File: src/sv/line_segment_dash_quad_expander_macros.svh
// Assertion macros for the dashed line quad expander.
// Included by the modules that carry concurrent checks.
`ifndef LINE_SEGMENT_DASH_QUAD_EXPANDER_MACROS_SVH
`define LINE_SEGMENT_DASH_QUAD_EXPANDER_MACROS_SVH

// property that must hold at every edge out of reset
`define LSDQ_ASSERT(lbl, clk, rstn, prop, msg) \
  lbl: assert property (@(posedge clk) disable iff (!rstn) (prop)) else $error(msg);

// condition in one cycle implies a condition in the next
`define LSDQ_ASSERT_NEXT(lbl, clk, rstn, pre, post, msg) \
  lbl: assert property (@(posedge clk) disable iff (!rstn) (pre) |=> (post)) else $error(msg);

`endif

File: src/sv/lsdq_pkg.sv
// Shared types, constants and helpers for the dashed line quad expander.
// No dependencies.
package lsdq_pkg;

  localparam int unsigned VERTEX_CAPACITY = 65536;
  localparam int unsigned MAX_DASHES      = 64;
  localparam int unsigned VC_W            = $clog2(VERTEX_CAPACITY + 1);
  localparam int unsigned CNT_W           = $clog2(MAX_DASHES + 1);
  localparam int unsigned QDEPTH          = 2;
  localparam int unsigned QPTR_W          = (QDEPTH > 1) ? $clog2(QDEPTH) : 1;
  localparam int unsigned QCNT_W          = $clog2(QDEPTH + 1);

  localparam logic [31:0] MIN_THICK   = 32'd655;
  localparam logic [32:0] MIN_LEN     = 33'd7;
  localparam logic [15:0] ALPHA_ONE   = 16'd16384;
  localparam logic [VC_W:0] QUAD_VERTS = (VC_W + 1)'(6);
  localparam logic [VC_W:0] LINE_VERTS = (VC_W + 1)'(2);
  // floor(x / 100) = (x * RECIP100) >> 38 for any 32-bit x
  localparam logic [31:0] RECIP100    = 32'd2748779070;
  localparam logic [30:0] DIR_ONE     = 31'h4000_0000;

  typedef enum logic [1:0] {
    JOB_CLEAR,
    JOB_WORLD,
    JOB_SOLID,
    JOB_DASH
  } job_kind_e;

  typedef struct packed {
    job_kind_e        kind;
    logic [2:0][31:0] s;
    logic [2:0][31:0] e;
    logic [2:0][30:0] dmag;
    logic [2:0]       dneg;
    logic [32:0]      len;
    logic [30:0]      dash;
    logic [30:0]      gap;
    logic [31:0]      offx;
    logic [31:0]      offy;
    logic [30:0]      width;
    logic [63:0]      color;
  } job_t;

  typedef struct packed {
    logic [2:0][31:0] ps;
    logic [2:0][31:0] pe;
    logic [31:0]      offx;
    logic [31:0]      offy;
    logic [30:0]      width;
    logic [63:0]      color;
    logic             last;
  } piece_t;

  function automatic logic [31:0] sat32(input logic signed [36:0] v);
    logic [31:0] r;
    if (v > 37'sd2147483647) r = 32'h7FFF_FFFF;
    else if (v < -37'sd2147483648) r = 32'h8000_0000;
    else r = v[31:0];
    return r;
  endfunction

  // base +/- round(prod / 2^30), half away from zero
  function automatic logic [31:0] along(input logic [31:0] base, input logic neg,
                                        input logic [63:0] prod);
    logic [64:0] rnd;
    logic signed [36:0] b;
    logic signed [36:0] st;
    rnd = {1'b0, prod} + 65'(64'd1 << 29);
    b   = 37'($signed(base));
    st  = $signed({2'b00, rnd[64:30]});
    return sat32(neg ? (b - st) : (b + st));
  endfunction

endpackage

File: src/sv/lsdq_queue.sv
// Short job queue between front and back end.
// Depends on lsdq_pkg.
module lsdq_queue (
  input  logic           clk_i,
  input  logic           rst_ni,
  input  logic           push_valid_i,
  output logic           push_ready_o,
  input  lsdq_pkg::job_t push_i,
  output logic           pop_valid_o,
  input  logic           pop_ready_i,
  output lsdq_pkg::job_t pop_o
);
  import lsdq_pkg::*;

  job_t              mem_q [QDEPTH];
  logic [QPTR_W-1:0] wptr_q, rptr_q;
  logic [QCNT_W-1:0] cnt_q;
  logic              do_push, do_pop;

  assign push_ready_o = (cnt_q != QCNT_W'(QDEPTH));
  assign pop_valid_o  = (cnt_q != '0);
  assign do_push      = push_valid_i && push_ready_o;
  assign do_pop       = pop_valid_o && pop_ready_i;
  assign pop_o        = mem_q[rptr_q];

  always_ff @(posedge clk_i or negedge rst_ni) begin
    if (!rst_ni) begin
      wptr_q <= '0;
      rptr_q <= '0;
      cnt_q  <= '0;
    end else begin
      if (do_push) wptr_q <= (wptr_q == QPTR_W'(QDEPTH - 1)) ? '0 : wptr_q + 1'b1;
      if (do_pop)  rptr_q <= (rptr_q == QPTR_W'(QDEPTH - 1)) ? '0 : rptr_q + 1'b1;
      if (do_push && !do_pop) cnt_q <= cnt_q + 1'b1;
      else if (do_pop && !do_push) cnt_q <= cnt_q - 1'b1;
    end
  end

  always_ff @(posedge clk_i) begin
    if (do_push) mem_q[wptr_q] <= push_i;
  end

endmodule

File: config.mk
export PLATFORM = sky130hd
export DESIGN_NAME = lsdq_queue
export DESIGN_NICKNAME = d
export VERILOG_FILES = /design/src/sv/line_segment_dash_quad_expander_macros.svh /design/src/sv/lsdq_pkg.sv /design/src/sv/lsdq_queue.sv
export SDC_FILE = /design/constraint.sdc
export NUM_CORES = 1
export LEC_CHECK = 0
export ABC_AREA = 1
export BUFFER_PORTS_ARGS = -buffer_cell sky130_fd_sc_hd__buf_4
export CAP_MARGIN = 5
export CORE_AREA = 2 2 424 426
export CTS_CLUSTER_SIZE = 24
export DETAILED_ROUTE_END_ITERATION = 12
export DIE_AREA = 0 0 426 428
export GPL_TIMING_DRIVEN = 0
export PLACE_DENSITY = 0.42
export SYNTH_ARGS = -nofsm -noshare
export SYNTH_HDL_FRONTEND = slang
export SYNTH_SLANG_ARGS = --single-unit
File: constraint.sdc
create_clock -name clk_i -period 69.8 [get_ports clk_i]
set_input_delay 3.49 -clock clk_i [delete_from_list [all_inputs] [get_ports clk_i]]
set_output_delay 3.49 -clock clk_i [all_outputs]
set_load 0.03 [all_outputs]
---- Yosys cells after proc, flatten, opt, wreduce, memory -nomap -nowiden ----
Memory sizes are Yosys's and may differ from the RTL's.
Cells that the tools add are included.
W data, S select, Z words.
word-level totals
  memories kept ........................... 1
  output and inout bits ................... 546
  bits of input ports ..................... 548
  word-level logic and storage cells ...... 23
  bits in writable memories ............... 1088
  bits in registers ....................... 4
cells by class
  reduce and logical (&&, ||, !) cells .... 8
  eq/ne operators ......................... 1
  multiplexer cells ....................... 6
  $add $sub $neg .......................... 4
memories
  name   depth  width  read ports  clocked after Yosys merged registers in  wr ports  RTL line          source
  mem_q  2      544    1           0                                        1         lsdq_queue.sv:15  job_t mem_q [QDEPTH];
operators with widths
  cell                   number
  $logic_and A1 B1 Y1    4
  $mux W1                4
  $mux W2                2
  $reduce_bool A2 Y1     2
  $add A1 B1 Y1 const B  2
  $add A2 B1 Y2 const B  1
  $logic_not A1 Y1       2
  $ne A2 B2 Y1 const B   1
  $sub A2 B1 Y2 const B  1

---- Logic depth before layout (Yosys ltp) ----
  depth in word-level cells ............... 6
  depth in mapped cells ................... 10
  gate-level depth less buffers ........... 10

---- Worst setup path before layout ----
Ideal clock, no wire load.
  path type ............................... in2reg
  from .................................... input push_valid_i
  to ...................................... memory mem_q[0][0] (netlist bit) (enable)
  data arrival time ....................... 26.103 ns
  cell stages on the path ................. 2
  setup slack ............................. 42.230 ns
  library setup time ...................... 1.468 ns
  data required time ...................... 68.332 ns
  path through ............................ nand2_1 > nor2_1
on the way
  cells in the longest elaborated chain, start to end .. 3
RTL lines
  element                        RTL line          source
  start, declared                lsdq_queue.sv:6   input logic push_valid_i,
  $logic_and A1 B1 Y1            lsdq_queue.sv:22  assign do_push = push_valid_i && push_ready_o;
  $mux W1                        lsdq_queue.sv:40  if (do_push) mem_q[wptr_q] <= push_i;
  $mux W1 (implied by the code)  lsdq_queue.sv:40
  end, declared                  lsdq_queue.sv:15
Every way passes these cells.

==> qor.yml <==
power_and_ir_drop:
  powerDensity_nw_per_um2: 49.8
  peakVddDrop_mv: 0.0246
  p_seq_share_pct: 33.0
  finalPower_mw: 2.78
  power.internal_mw: 1.62
  p_leak_nw: 23.2
  power_frac_clock_pct: 23.2
  p_sw_mw: 1.16
  switching_share_pct: 41.7
  combPwrFrac_pct: 43.8
place:
  port_buffers: 1093
  pre_cts_slack_ns: 63.49
  finalWeightedCongestion: 0.819
  dpl.hpwl_um: 111000
  dp.cells: 6364
  placement.cell_area_um2: 51900
setup_path:
  cp-end-kind: "primary output"
  worst-setup-path-type: "register to primary output"
  cp_max_fo: 10
  crit_arrival_ns: 3.05
  startpoint_type: "register"
  worstPathRequired_ns: 66.31
global_routing:
  antenna_found_initial: 38
  grt_overflow: 0
  grt_pass1_wl_um: 197000
  grt_max_degree: 29
  grtUsageTotal_pct: 15.5
  grt_pass1_vias: 25200
clocking:
  clock_path_buffers: 3
  clock_latency_ns: 0.77
  cts_buffers: 132
  clock_sinks: 1092
  cts.hold.buffers_added: 0
  cts.htree.levels: 4
  post_cts_buffers: 0
  cts_tree: "done"
  postCtsResizedCells: 0
  clk_pin_slew_ns: 0.06
  cts-root-buf: "clkbuf_16"
cells_and_area:
  fin_area_um2: 55900
  final_nets: 4692
  fin_cells: 6625
  syn_to_final_growth_pct: 40.8
  utilization_pct: 31.5
  drive_above_1_share_pct: 33.7
die:
  die_h_um: 428
  coreArea_um2: 178000
  die_w_um: 426
  rows: 155
  die-area_um2: 182000
  start_util_pct: 22.4
  io_pins: 1094
drt:
  vias_per_cell: 3.91
  wl_per_cell_um: 22.1
  vias: 25900
  routed_wl_um: 146000
  drt_iter0_markers: 1458
  drt-pass1-iter-count: 5
  antenna_left: 0
  drc: 0
hold_path:
  hp-class: "register to register"
timing:
  fin_worst_skew_ns: 0.0214
  fin_ws_ns: 63.26
  rsz0062_at_grt: "no"
  fmax_mhz: 153
  slew_viol_final: 0
  worstMarginPinSlew_ns: 0.667
  whs_ns: 0.497
  finalSetupTns_ns: 0
  relSlewSlack_pct: 55.4
  min_period_ns: 6.54
  fin_crit_sh_pct: 9.37
  hold_violations: 0
  setup_viol: 0
synthesis:
  netlist_instances: 2870
  synth_nets: 3419
  synth.avg_cell_area_um2: 13.8
  synth_area_um2: 39700
  ys_seq_area_share_pct: 82.5
  synthDistinctLibCells: 14
  ys_warn_count: 0
  ys_seq_elements: 1092
status:
  status: "finished, final reports clean"
job:
  drv_cap: 0
[cell families after synthesis]
logic type	after synthesis	synth area share (%)
xor gates and xnor gates	2	0.0441
and+or+nand+nor	1647	15.6
adders and majority gates	1	0.0315
buffers and inverters	128	1.85
DFF	1092	82.5
[Yosys cell counts (all sizes together)]
cell	instances	area share, %
dfrtp	4	0.25
buf	121	1.8
xnor2	1	0.022
nand4	1	0.016
edfxtp	1088	82
inv	7	0.066
nand3	2	0.025
xor2	1	0.022
ha	1	0.031
nor2	2	0.019
nand2	1642	16
[cells in the final DEF (no fill, tap or decap)]
cell type / n
clkbuf_1: 32
inv_1: 6
nand3_1: 2
buf_6: 11
buf_4: 1106
buf_12: 39
inv_6: 7
clkinv_2: 15
ha_1: 1
buf_16: 7
xnor2_1: 1
nor2_4: 2
bufinv_16: 4
clkbuf_16: 136
nand2_1: 1642
buf_2: 97
inv_2: 1
edfxtp_1: 1088
clkinvlp_4: 3
clkinv_1: 37
clkinv_8: 5
diode_2: 22
dfrtp_1: 4
nand4_1: 1
xor2_1: 1
[layer usage]
| metal | track usage (%) | vias to the layer above | wire length, um |
|---|---|---|---|
| met2 | 25.8 | 850 | 72000 |
| met4 | 7.52 | 28 | 6460 |
| met3 | 5.79 | 236 | 11800 |
| met5 | 0 | - | 168 |
| met1 | 17.5 | 12400 | 55800 |
| li1 | - | 12300 | - |
[cell type report]
| class | instances | area, um2 |
|---|---|---|
| Buffer | 121 | 707 |
| Inverter | 7 | 26.3 |
| Multi-Input combinational cell | 1650 | 6230 |
| Fill cell | 18000 | 122000 |
| Antenna cell | 22 | 55.1 |
| Timing Repair Buffer | 1139 | 9180 |
| Clock inverter | 71 | 499 |
| Tap cell | 2355 | 2950 |
| Sequential cell | 1092 | 32800 |
| Clock buffer | 168 | 3520 |
[sequential cells by signal (all words and copies together), names as in the netlist]
register / count
mem_q: 1088
cnt_q: 2
rptr_q: 1
wptr_q: 1
[power by group through the flow]
| stage | combinational, mW | clock (mW) | sequential [mW] |
|---|---|---|---|
| 2_1_floorplan | 0.643 | 0 | 1.09 |
| 3_3_place_gp | 1.21 | 0 | 1.23 |
| 3_5_place_dp | 1.25 | 0 | 0.934 |
| 4_1_cts | 1.25 | 0.668 | 0.921 |
| 5_1_grt | 1.30 | 0.690 | 0.932 |
| 6_report | 1.22 | 0.645 | 0.920 |
[path summary, 6_finish.rpt]
check / depth (start not counted) / to / startpoint / slack (ns)
worst max-delay path: 8 / pop_o[460] / rptr_q$_DFFE_PN0P_ / 63.26
worst min-delay path: 2 / cnt_q[1]$_DFFE_PN0P_ / cnt_q[1]$_DFFE_PN0P_ / 0.50
worst max register to register: 11 / mem_q[1][430]$_DFFE_PP_ / cnt_q[0]$_DFFE_PN0P_ / 66.54
worst min register to register: 2 / cnt_q[1]$_DFFE_PN0P_ / cnt_q[1]$_DFFE_PN0P_ / 0.50
max in group asynchronous: 1 / rptr_q$_DFFE_PN0P_ / rst_ni / 67.18
min in group asynchronous: 1 / cnt_q[1]$_DFFE_PN0P_ / rst_ni / 2.51
[critical path: stages (launching register included)]
cell and delay [ns]:
dfrtp_1 0.35, buf_2 0.26, inv_2 0.34, buf_4 0.29
buf_6 0.26, buf_6 0.19, nand2_1 0.06, nand2_1 0.27
buf_4 0.23
(Power assumes the default switching activity.)
